File: config.mk
export PLATFORM = sky130hd
export DESIGN_NAME = boat_rudder_steering_controller
export DESIGN_NICKNAME = d
export VERILOG_FILES = /design/src/brsc_pkg.sv /design/src/boat_rudder_steering_controller.sv /design/src/brsc_ctrl.sv /design/src/brsc_dp.sv
export SDC_FILE = /design/constraint.sdc
export NUM_CORES = 2
export LEC_CHECK = 0
export ABC_CLOCK_PERIOD_IN_PS = 10860
export BUFFER_PORTS_ARGS = -buffer_cell sky130_fd_sc_hd__buf_2
export CAP_MARGIN = 20
export CORE_MARGIN = 1
export CORE_UTILIZATION = 44
export DETAILED_ROUTE_END_ITERATION = 10
export PLACE_DENSITY = 0.64
export SYNTH_ARGS = -nofsm -noshare
export SYNTH_HDL_FRONTEND = slang
export SYNTH_HIERARCHICAL = 1
export SYNTH_SLANG_ARGS = --single-unit
File: constraint.sdc
create_clock -name clk -period 10.86 [get_ports clk]
set_input_delay 1.086 -clock clk [delete_from_list [all_inputs] [get_ports clk]]
set_output_delay 1.086 -clock clk [all_outputs]
set_load 0.02 [all_outputs]
File: src/brsc_pkg.sv
`default_nettype none
// ----------------------------------------------------------------------------
// Rudder steering controller package
// Shared types, register indexes, mode codes and constants.
// ----------------------------------------------------------------------------
package brsc_pkg;

  localparam int FRAC_BITS_DEF = 4;
  localparam int TIME_BITS_DEF = 32;

  localparam logic [1:0] CFG_PROP_GAIN      = 2'd0;
  localparam logic [1:0] CFG_HEADING_GAIN   = 2'd1;
  localparam logic [1:0] CFG_RATE_GAIN      = 2'd2;
  localparam logic [1:0] CFG_TARGET_HEADING = 2'd3;

  localparam logic [1:0] MODE_OFFLINE = 2'd0;
  localparam logic [1:0] MODE_MANUAL  = 2'd1;
  localparam logic [1:0] MODE_AUTO    = 2'd2;

  localparam logic signed [9:0] PROP_GAIN_RST    = -10'sd3;
  localparam logic signed [9:0] HEADING_GAIN_RST = 10'sd3;
  localparam logic signed [9:0] RATE_GAIN_RST    = -10'sd80;
  localparam logic [8:0]        TARGET_RST       = 9'd0;

  localparam int TERM_LIMIT        = 50;
  localparam int SUM_LIMIT         = 100;
  localparam int MANUAL_TIMEOUT_MS = 4000;
  localparam int RATE_SCALE        = 1000;
  localparam int HALF_TURN         = 180;
  localparam int FULL_TURN         = 360;
  localparam int DUTY_GAIN         = 200;
  localparam int DUTY_MAX          = 1024;
  localparam int DEADBAND          = 2;
  localparam int SENSE_FULL        = 1024;
  localparam int SENSE_SPAN        = 200;
  localparam int SENSE_SHIFT       = 10;
  localparam int SENSE_OFFSET      = 100;

  localparam logic signed [7:0] MCMD_MAX = 8'sd100;
  localparam logic signed [7:0] MCMD_MIN = -8'sd100;

  // Rate division: magnitude of a 25-bit difference times 1000.
  localparam int MAG_W     = 34;
  localparam int DIV_STEPS = MAG_W;
  localparam int DIV_CNT_W = $clog2(DIV_STEPS);

  typedef struct packed {
    logic [1:0]         op_mode;
    logic               fix_valid;
    logic signed [23:0] cross_track;
    logic [8:0]         course_deg;
    logic [31:0]        now_ms;
    logic               manual_valid;
    logic signed [7:0]  manual_cmd;
    logic [9:0]         rudder_sense;
  } brsc_in_t;

  typedef struct packed {
    logic signed [11:0] rudder_command;
    logic               manual_accepted;
    logic               drive_left;
    logic               drive_right;
    logic [10:0]        drive_duty;
    logic signed [7:0]  sensed_position;
  } brsc_out_t;

  typedef struct packed {
    logic load;
    logic prep;
    logic div_step;
    logic rate_upd;
    logic rmul;
    logic sum;
    logic motor;
    logic out_load;
  } brsc_cmd_t;

  typedef enum logic [2:0] {
    ST_IDLE,
    ST_PREP,
    ST_DIV,
    ST_RATE,
    ST_RMUL,
    ST_SUM,
    ST_MOTOR,
    ST_DONE
  } brsc_state_t;

endpackage
`default_nettype wire

File: src/boat_rudder_steering_controller.sv
`default_nettype none
// ----------------------------------------------------------------------------
// Boat rudder steering controller
// Each input transaction is one control tick: mode, fix, cross-track error,
// course, time stamp, optional manual command and rudder sensor reading.
// The output transaction carries the rudder setpoint, the manual accept flag,
// the motor direction and duty, and the sensed rudder position.
// An input transaction is accepted only while the block is idle. The result
// lands in the output register after the prepare step, the bit-serial divider
// for the cross-track rate, which resolves one of 34 quotient bits per cycle,
// and the rate, term, sum and drive steps; the next tick can be accepted once
// the block is back in idle.
// While a result waits under out_stall the block still accepts the next tick
// and computes it, then holds in its final step until the register frees up.
// Synchronous reset restores the gain and heading registers to their reset
// values, clears all control state and drops out_valid.
// Configuration writes are taken on any cycle with cfg_we high.
// ----------------------------------------------------------------------------
module boat_rudder_steering_controller import brsc_pkg::*; #(
  parameter int FRAC_BITS = FRAC_BITS_DEF,
  parameter int TIME_BITS = TIME_BITS_DEF
) (
  input  logic       clk,
  input  logic       rst,
  input  logic       in_valid,
  output logic       in_stall,
  input  brsc_in_t   in_data,
  output logic       out_valid,
  input  logic       out_stall,
  output brsc_out_t  out_data,
  input  logic       cfg_we,
  input  logic [1:0] cfg_index,
  input  logic [9:0] cfg_data
);

  brsc_cmd_t cmd;

  brsc_ctrl u_ctrl (
    .clk       (clk),
    .rst       (rst),
    .in_valid  (in_valid),
    .in_stall  (in_stall),
    .out_valid (out_valid),
    .out_stall (out_stall),
    .cmd       (cmd)
  );

  brsc_dp #(
    .FRAC_BITS (FRAC_BITS),
    .TIME_BITS (TIME_BITS)
  ) u_dp (
    .clk       (clk),
    .rst       (rst),
    .cfg_we    (cfg_we),
    .cfg_index (cfg_index),
    .cfg_data  (cfg_data),
    .in_data   (in_data),
    .cmd       (cmd),
    .out_data  (out_data)
  );

endmodule
`default_nettype wire

File: src/brsc_ctrl.sv
`default_nettype none
// ----------------------------------------------------------------------------
// Rudder steering controller sequencer
// Steps the datapath through one control tick and owns the output valid.
// ----------------------------------------------------------------------------
module brsc_ctrl import brsc_pkg::*; (
  input  logic      clk,
  input  logic      rst,
  input  logic      in_valid,
  output logic      in_stall,
  output logic      out_valid,
  input  logic      out_stall,
  output brsc_cmd_t cmd
);

  brsc_state_t          state, state_next;
  logic [DIV_CNT_W-1:0] div_cnt, div_cnt_next;
  logic                 out_valid_next;

  always_ff @(posedge clk) begin
    if (rst) begin
      state     <= ST_IDLE;
      div_cnt   <= '0;
      out_valid <= 1'b0;
    end else begin
      state     <= state_next;
      div_cnt   <= div_cnt_next;
      out_valid <= out_valid_next;
    end
  end

  always_comb begin
    state_next     = state;
    div_cnt_next   = div_cnt;
    cmd            = '0;
    in_stall       = 1'b1;
    out_valid_next = out_valid && out_stall;
    unique case (state)
      ST_IDLE: begin
        in_stall = 1'b0;
        if (in_valid) begin
          cmd.load   = 1'b1;
          state_next = ST_PREP;
        end
      end
      ST_PREP: begin
        cmd.prep     = 1'b1;
        div_cnt_next = '0;
        state_next   = ST_DIV;
      end
      ST_DIV: begin
        cmd.div_step = 1'b1;
        div_cnt_next = div_cnt + 1'b1;
        if (div_cnt == DIV_CNT_W'(DIV_STEPS - 1)) begin
          state_next = ST_RATE;
        end
      end
      ST_RATE: begin
        cmd.rate_upd = 1'b1;
        state_next   = ST_RMUL;
      end
      ST_RMUL: begin
        cmd.rmul   = 1'b1;
        state_next = ST_SUM;
      end
      ST_SUM: begin
        cmd.sum    = 1'b1;
        state_next = ST_MOTOR;
      end
      ST_MOTOR: begin
        cmd.motor  = 1'b1;
        state_next = ST_DONE;
      end
      ST_DONE: begin
        if (!out_valid || !out_stall) begin
          cmd.out_load   = 1'b1;
          out_valid_next = 1'b1;
          state_next     = ST_IDLE;
        end
      end
      default: state_next = ST_IDLE;
    endcase
  end

endmodule
`default_nettype wire

File: src/brsc_dp.sv
`default_nettype none
// ----------------------------------------------------------------------------
// Rudder steering controller datapath
// Configuration, control state, serial rate divider, terms and motor drive.
// ----------------------------------------------------------------------------
module brsc_dp import brsc_pkg::*; #(
  parameter int FRAC_BITS = FRAC_BITS_DEF,
  parameter int TIME_BITS = TIME_BITS_DEF
) (
  input  logic       clk,
  input  logic       rst,
  input  logic       cfg_we,
  input  logic [1:0] cfg_index,
  input  logic [9:0] cfg_data,
  input  brsc_in_t   in_data,
  input  brsc_cmd_t  cmd,
  output brsc_out_t  out_data
);

  localparam int SP_W    = FRAC_BITS + 8;
  localparam int SUM_W   = FRAC_BITS + 23;
  localparam int DIFF_W  = SP_W + 1;
  localparam int DPROD_W = SP_W + 8;

  localparam logic signed [33:0] TERM_LIM  = 34'(TERM_LIMIT * (2 ** FRAC_BITS));
  localparam logic signed [SUM_W-1:0] SUM_LIM = SUM_W'(SUM_LIMIT * (2 ** FRAC_BITS));
  localparam logic signed [DIFF_W-1:0] DB_LIM = DIFF_W'(DEADBAND * (2 ** FRAC_BITS));
  localparam logic [MAG_W-1:0] RATE_POS_LIM = MAG_W'(32'h7FFF_FFFF);

  logic signed [9:0]      prop_gain, heading_gain, rate_gain;
  logic [8:0]             target_heading;

  logic signed [SP_W-1:0] rudder_setpoint;
  logic signed [23:0]     prev_cross_track;
  logic signed [31:0]     cross_track_rate;
  logic [TIME_BITS-1:0]   last_rate_time, last_manual_time;

  brsc_in_t               tick;
  logic                   ctrl_active, do_div, accepted, neg_rate;
  logic signed [7:0]      sensed;
  logic signed [33:0]     p_prod;
  logic signed [20:0]     h_prod;
  logic signed [41:0]     r_prod;
  logic [MAG_W-1:0]       dq;
  logic [TIME_BITS-1:0]   rem, divisor;
  logic                   drive_left, drive_right;
  logic [DPROD_W-1:0]     duty_prod;

  logic [TIME_BITS-1:0]   now_t, man_elapsed, rate_elapsed;
  logic                   mode_manual, ctrl_act, cmd_ok, man_take, man_expired, div_go;
  logic signed [10:0]     hd, hmag, herr;
  logic signed [24:0]     ct_delta;
  logic signed [34:0]     dprod;
  logic [MAG_W-1:0]       dmag;
  logic [10:0]            sense_span;
  logic [17:0]            sense_scaled;
  logic [TIME_BITS:0]     rem_shift, rem_diff;
  logic                   rem_ge;
  logic signed [31:0]     rate_sat;
  logic signed [33:0]     p_q, r_q34;
  logic signed [41:0]     r_q;
  logic signed [SUM_W-1:0] h_q, p_t, r_t, sum_raw, sum_cl;
  logic signed [DIFF_W-1:0] diff;
  logic [SP_W-1:0]        mag;
  logic [DPROD_W-1:0]     duty_sh;
  logic [10:0]            duty;
  logic [SP_W+11:0]       sp_wide;

  always_ff @(posedge clk) begin
    if (rst) begin
      prop_gain      <= PROP_GAIN_RST;
      heading_gain   <= HEADING_GAIN_RST;
      rate_gain      <= RATE_GAIN_RST;
      target_heading <= TARGET_RST;
    end else if (cfg_we) begin
      unique case (cfg_index)
        CFG_PROP_GAIN:      prop_gain      <= cfg_data;
        CFG_HEADING_GAIN:   heading_gain   <= cfg_data;
        CFG_RATE_GAIN:      rate_gain      <= cfg_data;
        CFG_TARGET_HEADING: target_heading <= cfg_data[8:0];
        default: ;
      endcase
    end
  end

  always_comb begin
    now_t        = tick.now_ms[TIME_BITS-1:0];
    mode_manual  = tick.op_mode == MODE_MANUAL;
    ctrl_act     = (tick.op_mode == MODE_AUTO) && tick.fix_valid;
    cmd_ok       = (tick.manual_cmd >= MCMD_MIN) && (tick.manual_cmd <= MCMD_MAX);
    man_take     = tick.manual_valid && mode_manual && cmd_ok;
    man_elapsed  = now_t - last_manual_time;
    man_expired  = !tick.manual_valid && (man_elapsed > TIME_BITS'(MANUAL_TIMEOUT_MS));
    rate_elapsed = now_t - last_rate_time;
    div_go       = ctrl_act && (tick.cross_track != prev_cross_track) && (rate_elapsed != '0);

    hd   = $signed({2'b00, target_heading}) - $signed({2'b00, tick.course_deg});
    hmag = (hd < 0) ? -hd : hd;
    if (hmag > 11'(HALF_TURN)) begin
      hmag = 11'(FULL_TURN) - hmag;
    end
    herr = ((hd > 11'(HALF_TURN)) || (hd < 0)) ? -hmag : hmag;

    ct_delta = 25'(tick.cross_track) - 25'(prev_cross_track);
    dprod    = 35'(ct_delta) * 35'(RATE_SCALE);
    dmag     = dprod[34] ? MAG_W'(-dprod) : MAG_W'(dprod);

    sense_span   = 11'(SENSE_FULL) - {1'b0, tick.rudder_sense};
    sense_scaled = 18'(sense_span) * 18'(SENSE_SPAN);
  end

  always_comb begin
    rem_shift = {rem, dq[MAG_W-1]};
    rem_ge    = rem_shift >= {1'b0, divisor};
    rem_diff  = rem_shift - {1'b0, divisor};

    if (dq > RATE_POS_LIM) begin
      rate_sat = neg_rate ? 32'sh8000_0000 : 32'sh7FFF_FFFF;
    end else begin
      rate_sat = neg_rate ? -$signed(dq[31:0]) : $signed(dq[31:0]);
    end
  end

  always_comb begin
    p_q   = p_prod >>> 2;
    r_q   = r_prod >>> 2;
    r_q34 = (r_q > 42'(TERM_LIM)) ? TERM_LIM :
            (r_q < -42'(TERM_LIM)) ? -TERM_LIM : 34'(r_q);
    p_t   = (p_q > TERM_LIM) ? SUM_W'(TERM_LIM) :
            (p_q < -TERM_LIM) ? -SUM_W'(TERM_LIM) : SUM_W'(p_q);
    r_t   = SUM_W'(r_q34);
    h_q   = (SUM_W'(h_prod) <<< FRAC_BITS) >>> 2;
    sum_raw = p_t + r_t + h_q;
    sum_cl  = (sum_raw > SUM_LIM) ? SUM_LIM : (sum_raw < -SUM_LIM) ? -SUM_LIM : sum_raw;

    diff = (DIFF_W'(sensed) <<< FRAC_BITS) - DIFF_W'(rudder_setpoint);
    mag  = (diff < 0) ? SP_W'(-diff) : SP_W'(diff);

    duty_sh = duty_prod >> FRAC_BITS;
    if (!drive_left && !drive_right) begin
      duty = '0;
    end else if (duty_sh > DPROD_W'(DUTY_MAX)) begin
      duty = 11'(DUTY_MAX);
    end else begin
      duty = duty_sh[10:0];
    end
    sp_wide = {{12{rudder_setpoint[SP_W-1]}}, rudder_setpoint};
  end

  always_ff @(posedge clk) begin
    if (rst) begin
      rudder_setpoint  <= '0;
      prev_cross_track <= '0;
      cross_track_rate <= '0;
      last_rate_time   <= '0;
      last_manual_time <= '0;
    end else begin
      if (cmd.prep) begin
        if (tick.manual_valid) begin
          last_manual_time <= now_t;
        end
        if (ctrl_act) begin
          prev_cross_track <= tick.cross_track;
        end
        if (div_go) begin
          last_rate_time <= now_t;
        end
        if (man_take) begin
          rudder_setpoint <= SP_W'(tick.manual_cmd) <<< FRAC_BITS;
        end else if (mode_manual) begin
          if (man_expired) begin
            rudder_setpoint <= '0;
          end
        end else if (!ctrl_act) begin
          rudder_setpoint <= '0;
        end
      end
      if (cmd.rate_upd && do_div) begin
        cross_track_rate <= rate_sat;
      end
      if (cmd.sum && ctrl_active) begin
        rudder_setpoint <= SP_W'(sum_cl);
      end
    end
  end

  always_ff @(posedge clk) begin
    if (cmd.load) begin
      tick <= in_data;
    end
    if (cmd.prep) begin
      ctrl_active <= ctrl_act;
      do_div      <= div_go;
      accepted    <= man_take;
      p_prod      <= 34'(prop_gain) * 34'(tick.cross_track);
      h_prod      <= 21'(heading_gain) * 21'(herr);
      sensed      <= $signed(8'(sense_scaled >> SENSE_SHIFT) - 8'(SENSE_OFFSET));
      divisor     <= rate_elapsed;
      dq          <= dmag;
      rem         <= '0;
      neg_rate    <= dprod[34];
    end
    if (cmd.div_step) begin
      rem <= rem_ge ? rem_diff[TIME_BITS-1:0] : rem_shift[TIME_BITS-1:0];
      dq  <= {dq[MAG_W-2:0], rem_ge};
    end
    if (cmd.rmul) begin
      r_prod <= 42'(rate_gain) * 42'(cross_track_rate);
    end
    if (cmd.motor) begin
      drive_left  <= diff < -DB_LIM;
      drive_right <= diff > DB_LIM;
      duty_prod   <= DPROD_W'(mag) * DPROD_W'(DUTY_GAIN);
    end
    if (cmd.out_load) begin
      out_data.rudder_command  <= sp_wide[11:0];
      out_data.manual_accepted <= accepted;
      out_data.drive_left      <= drive_left;
      out_data.drive_right     <= drive_right;
      out_data.drive_duty      <= duty;
      out_data.sensed_position <= sensed;
    end
  end

endmodule
`default_nettype wire

Word level (Yosys, flattened, before mapping):

Cells that the tools add are included.

* register bits after elaboration: 528
* input port bits: 104
* output and inout bits: 36
* logic and storage cells: 179

* add/sub/neg operators: 17
* multiply operators: 6
* order comparisons: 18
* equal/unequal tests: 19
* mux-type cells: 44
* reductions and logical operators: 34

Operators by type and width (number)
* 2-to-1 mux 32 bit: 6
* 2-to-1 mux 12 bit: 9
* 2-to-1 mux 27 bit: 4
* 2-to-1 mux 34 bit: 3
* subtractor 32 bit: 3
* 2-to-1 mux 11 bit: 4
* multiplier 10 x 32 -> 42 bit: 1
* > comparator 40 x 11 -> 1 bit, second input constant: 1
* less-than comparator 40 x 11 -> 1 bit, second input constant: 1
* > comparator 34 x 31 -> 1 bit, second input constant: 1
* multiplier 10 x 24 -> 34 bit: 1
* negator 34 bit: 1
* greater-or-equal comparator 33 x 32 -> 1 bit: 1
* > comparator 32 x 11 -> 1 bit, second input constant: 1
* > comparator 32 x 12 -> 1 bit, second input constant: 1
* less-than comparator 32 x 11 -> 1 bit, second input constant: 1
* multiplier 25 x 8 -> 32 bit, second input constant: 1
* negator 32 bit: 1
* nonzero test 32 bit: 1
* adder 27 x 23 -> 27 bit: 1
* adder 27 bit: 1
* > comparator 27 x 12 -> 1 bit, second input constant: 1
* less-than comparator 27 x 12 -> 1 bit, second input constant: 1
* subtractor 24 x 24 -> 25 bit: 1
* other kinds (45): 91

Depth between registers and ports, before layout:

* depth after elaboration: 9
* depth in mapped cells: 49
* depth with buffers taken out: 46

Modules after synthesis:

Netlist, hierarchy kept.

By module, submodules not included
* brsc_dp: instances 1, cells each 6379, area an instance 59399.5 um^2, seq. area each 13693.1 um^2
* brsc_ctrl: instances 1, cells each 77, area an instance 618.1 um^2, seq. area each 200.2 um^2

Least setup slack after synthesis:

OpenSTA, ideal clock, no wires.

* path type: reg-to-reg
* start point: register u_dp/tick[52] in the netlist's numbering
* end point: register u_dp.h_prod[18], data pin
* setup time: 258 ps
* data arrival time: 9374 ps
* path slack: 1228 ps
* cell stages (with the launch flop): 43
* buffers on the path: 3
* period minus slack after synthesis: 9632 ps
* path through: edfxtp_1 > inv_1 > ha_1 > nor2b_1 > o2111ai_1 > nand4b_1 > a41oi_1 > buf_2 > mux2i_1 > ha_1 > clkbuf_1 > nor4_1 > o2bb2ai_2 > a21oi_2 > or2_1 > buf_6 > a21oi_1 > ha_1 > [7 not listed] > fa_1 > inv_1 > fa_1 > fa_1 > fa_1 > inv_1 > fa_1 > inv_1 > ha_1 > a21oi_1 > o21ai_0 > a211oi_1 > o21ai_0 > a31oi_1 > nor2b_1 > o21ai_0 > nor2b_1 > xnor2_1

* cells in the longest elaborated chain, start to end: 8
* elaborated cells between the ends (all ways): 12
* those cells by class: add/sub (4); mul (1); order compare (3); mux (3); reduce/logical (1)

RTL lines
* start: declaration: RTL line brsc_dp.sv:38 `brsc_in_t tick;`
* start signal: assignment: RTL line brsc_dp.sv:189 `tick <= in_data;`
* subtractor 9 x 9 -> 10 bit *: RTL line brsc_dp.sv:97 `hd = $signed({2'b00, target_heading}) - $signed({2'b00, tick.course_deg});`
* negator 10 -> 11 bit / less-than comparator 10 x 1 -> 1 bit (equally long branches): RTL line brsc_dp.sv:98, brsc_dp.sv:102
* 2-to-1 mux 11 bit: RTL line brsc_dp.sv:98 `hmag = (hd < 0) ? -hd : hd;`
* subtractor 10 x 11 -> 11 bit / > comparator 11 x 9 -> 1 bit (equally long branches): RTL line brsc_dp.sv:100, brsc_dp.sv:99
* 2-to-1 mux 11 bit: RTL line brsc_dp.sv:99 `if (hmag > 11'(HALF_TURN)) begin`
* negator 11 bit: RTL line brsc_dp.sv:102 `herr = ((hd > 11'(HALF_TURN)) || (hd < 0)) ? -hmag : hmag;`
* 2-to-1 mux 11 bit *: RTL line brsc_dp.sv:102
* multiplier 10 x 11 -> 21 bit *: RTL line brsc_dp.sv:196 `h_prod <= 21'(heading_gain) * 21'(herr);`
* end signal: assignment: RTL line brsc_dp.sv:196
* end: declaration: RTL line brsc_dp.sv:42 `logic signed [20:0] h_prod;`

Mark *: on every way between the ends. The rest lies on a longest branch, timed or not.
A chain may end at the register's enable or synchronous reset.

Worst setup path after layout:

* start point: register u_dp.target_heading[0]
* end point: register u_dp.h_prod[18], data pin

* cells in the longest elaborated chain, start to end: 8
* elaborated cells between the ends (all ways): 12
* those cells by class: add/sub (4); mul (1); order compare (3); mux (3); reduce/logical (1)

RTL lines
* start: declaration: RTL line brsc_dp.sv:31 `logic [8:0] target_heading;`
* start signal: assignment: RTL line brsc_dp.sv:80 `CFG_TARGET_HEADING: target_heading <= cfg_data[8:0];`
* subtractor 9 x 9 -> 10 bit *: RTL line brsc_dp.sv:97
* negator 10 -> 11 bit / less-than comparator 10 x 1 -> 1 bit (equally long branches): RTL line brsc_dp.sv:98, brsc_dp.sv:102
* 2-to-1 mux 11 bit: RTL line brsc_dp.sv:98
* subtractor 10 x 11 -> 11 bit / > comparator 11 x 9 -> 1 bit (equally long branches): RTL line brsc_dp.sv:100, brsc_dp.sv:99
* 2-to-1 mux 11 bit: RTL line brsc_dp.sv:99
* negator 11 bit: RTL line brsc_dp.sv:102
* 2-to-1 mux 11 bit *: RTL line brsc_dp.sv:102
* multiplier 10 x 11 -> 21 bit *: RTL line brsc_dp.sv:196

Marks and branches as above.

==> metrics.md <==
| Metric | Value |
|---|---|
| DP Worst Slack | 0.532 ns |
| Via count | 45300 |
| Final wirelength | 148 mm |
| Layout area overhead | 7.64% |
| H-tree depth | 3 |
| Die area | approximately 140000 sq um |
| PortBufs | between 100 and 150 |
| Largest net degree at the start of global routing | about 120 |
| Post-synth top flop | edfxtp_1 |
| Global Route Usage Sum | a little over a fifth |
| Cell variety after synth | 98 |
| Setup_tns | 0 ns |
| Clk root buf | clkbuf_16 |
| First-pass GRT wire length | 243 mm |
| Layout cell share with drive strength beyond 1 | 6.11% |
| Clock slew at reported path FFs | 0.06 ns |
| Terminus of the critical flop-to-flop path | u_dp/h_prod[18] |
| Nets | 7804 |
| Final Hold Fails | 0 |
| Top achievable clock speed | 98.9 MHz |
| Net count after synthesis | 7819 |
| DRC Markers | 0 |
| RePlAce Congestion | 0.883 |
| Arrival time at the worst endpoint | between 10 and 15 ns |
| Final setup viols | 0 |
| CP endpoint kind | flip-flop |
| Crit-path max FO | 10 |
| Syn Area/Cell | between 9 and 10 sq um |
| DP Area | around 62000 sq um |
| Crit path largest cell delay | about 0.54 ns |
| Clock latency on the worst-skew pair | 0.67 ns |
| WHS Endpoint | u_dp/out_data[21] |
| Placed cells | 8149 |
| Final Skew | 0.0236 ns |
| R2R depth | 40 |
| Setup CP Type | flip-flop to flip-flop |
| Row count | 135 |
| Largest area contributor in the netlist | fa_1 |
| Min Tclk post-route | 10.11 ns |
| CP Launch Type | flip-flop |
| Worst-margin pin slew | 1.15 ns |
| Core area | 135000 sq um |
| Mapped Cells | ~6500 |
| Most frequent cell after synthesis | inv_1 |
| Top cells by count, synth | inv_1, nand2_1, fa_1, ha_1, a21oi_1 |
| Outcome | finished, final reports clean |
| Top-Level Pins | 140 |
| WP data required | 11.25 ns |
| Non-Filler Cell Area, Final | 64600 sq um |
| Clock Sinks | between 500 and 600 |
| Crit share post-route | 93.1% |
| Postcts setup bufs | 0 |
| WHS Path Cells | 0 |
| Num CTS Buffers | between 60 and 70 |
| WL/cell | 17.9 um |
| Clock Tree Buf Depth | 3 |
| Hold_sp | u_dp/accepted |
| EDFF count, synth | 342 |
| Initial antenna violation count | 5 |
| Normalized max-slew margin | between 20% and 30% |
| Vias in the first global route | 46100 |
| R2R Setup Slk | 0.75 ns |
| Final setup margin | 0.749 ns |
| Sequential area share after synthesis | 23.1% |
| Share of the synthesized area in the top cell type | between 20% and 30% |
| Drt first pass iters | 6 |
| Aggregate global routing overflow | 0 |
| FFs w/ async S/R, synth | 0% |
| Post-DRT Antenna Nets | 0 |
| DRT iter0 DRCs | 2940 |
| Post-Syn Area | 60000 sq um |
| Post-DP HPWL | 118 mm |
| Die width | 371 um |
| Layout Cells excl Fill | 8276 |
| Drt via density | 5.47 |
| Most used cell along the critical path | inv_1 |
| Slew Limit Fails | 0 |
| Initial Utilization | 44.3% |
| Worst r2r src | u_dp/target_heading[0] |
| Ys Warns | 6 |
| Die Y-Extent | between 300 and 400 um |
| Max_cap viols | 0 |
| CTS tree | built |
| Synth top area cells | fa_1, edfxtp_1, ha_1 |
| RSZ-0062 raised after global routing | no |
| CP max-delay cell | fa_1 |
| Hold WC Path Type | flip-flop to flip-flop |
| Synth Register Bits | 523 |
| # hold bufs at CTS | 0 |
-- area by class of cell --
type	instances	area [sq um]
flip-flops and latches	523	13900
well taps	1781	2230
diodes	2	5.00
repair buffers	192	1160
clock inverters	34	299
clock buffers	88	1890
fillers	12900	70900
multi-input cells	4810	42000
inverters	846	3180
-- logic make-up (layout without fill, tap and decap cells) --
kind of cell | Yosys count | count (layout) | synth area share, %
mux | 36 | 36 | 0.619
fa+ha+maj | 1259 | 1259 | 35.0
buf+inv | 1123 | 1160 | 7.07
other cells | 0 | 2 | 0
flops | 523 | 523 | 23.1
compound gates | 1179 | 1179 | 12.7
xor+xnor | 332 | 332 | 4.87
simple gates | 2004 | 2004 | 16.6
-- routing by layer --
| layer | vias to the layer above | global-route usage (%) | routed length, um |
|---|---|---|---|
| met5 | - | 0 | 13 |
| met4 | 2 | 5.95 | 3640 |
| met3 | 209 | 3.15 | 8040 |
| met2 | 1040 | 35.8 | 68000 |
| met1 | 22300 | 30.4 | 68600 |
| li1 | 21700 | - | - |
-- cells in the final DEF, fill, tap and decap left out, types with 50 or more instances in the layout --
cell type,instances
inv_1,844
nand2_1,719
fa_1,702
ha_1,557
a21oi_1,366
edfxtp_1,342
nor2_1,309
and2_1,305
xnor2_1,238
o21ai_0,223
dfxtp_1,181
buf_2,138
nor3_1,123
a21o_1,106
nand3_1,94
xor2_1,91
nand2b_1,90
clkbuf_16,73
nor2b_1,66
o21a_1,57
buf_4,50
-- state kept, by name, summed over array words and instances (netlist names), 32 cells and up --
name	count
u_dp/rem	32
u_dp/out_data	34
u_dp/now_t	32
u_dp/r_prod	40
u_dp/p_prod	32
u_dp/last_manual_time	32
u_dp/cross_track_rate	32
u_dp/dq	34
u_dp/divisor	32
u_dp/tick	55
u_dp/last_rate_time	32
-- how the worst max path moves through the flow --
stage / from / to / cells past startpoint / slack, ns
2_1_floorplan: u_dp/tick[52] / u_dp/h_prod[18] / 42 / 1.23
3_3_place_gp: u_dp/tick[52] / u_dp/h_prod[18] / 43 / 0.72
3_5_place_dp: u_dp/tick[52] / u_dp/h_prod[20] / 41 / 0.53
4_1_cts: u_dp/tick[52] / u_dp/h_prod[18] / 41 / 0.44
5_1_grt: u_dp/tick[52] / u_dp/h_prod[20] / 44 / 0.05
6_report: u_dp/target_heading[0] / u_dp/h_prod[18] / 40 / 0.75
-- per-stage QoR --
stage	hold WS [ns]	utilization, %
finish	0.429	47.7
floorplan	0.400	-
CTS	0.437	47.6
global placement	0.419	46.0
global route	0.465	47.7
detailed placement	0.423	46.0
-- worst max-delay path, delay by kind of cell (launching register included) --
kind	cells	cell delay, ns
adder cells (fa/ha/maj)	9	3.74
XOR/XNOR	4	1.08
flip-flops	1	0.31
AO/OA/AOI/OAI	13	2.57
AND/OR/NAND/NOR	6	1.55
buffers and inverters	8	0.57
-- what timing repair did --
| item | 4_1_cts | 5_1_grt |
|---|---|---|
| setup endpoints to repair | 0 | 3 |
| endpoints found under the hold margin | 0 | 0 |
| gates resized for setup | 0 | 6 |
Power is left out: the tool's default activity adds up to more than one toggle a clock period on the data nets, which glitch-free logic cannot reach.
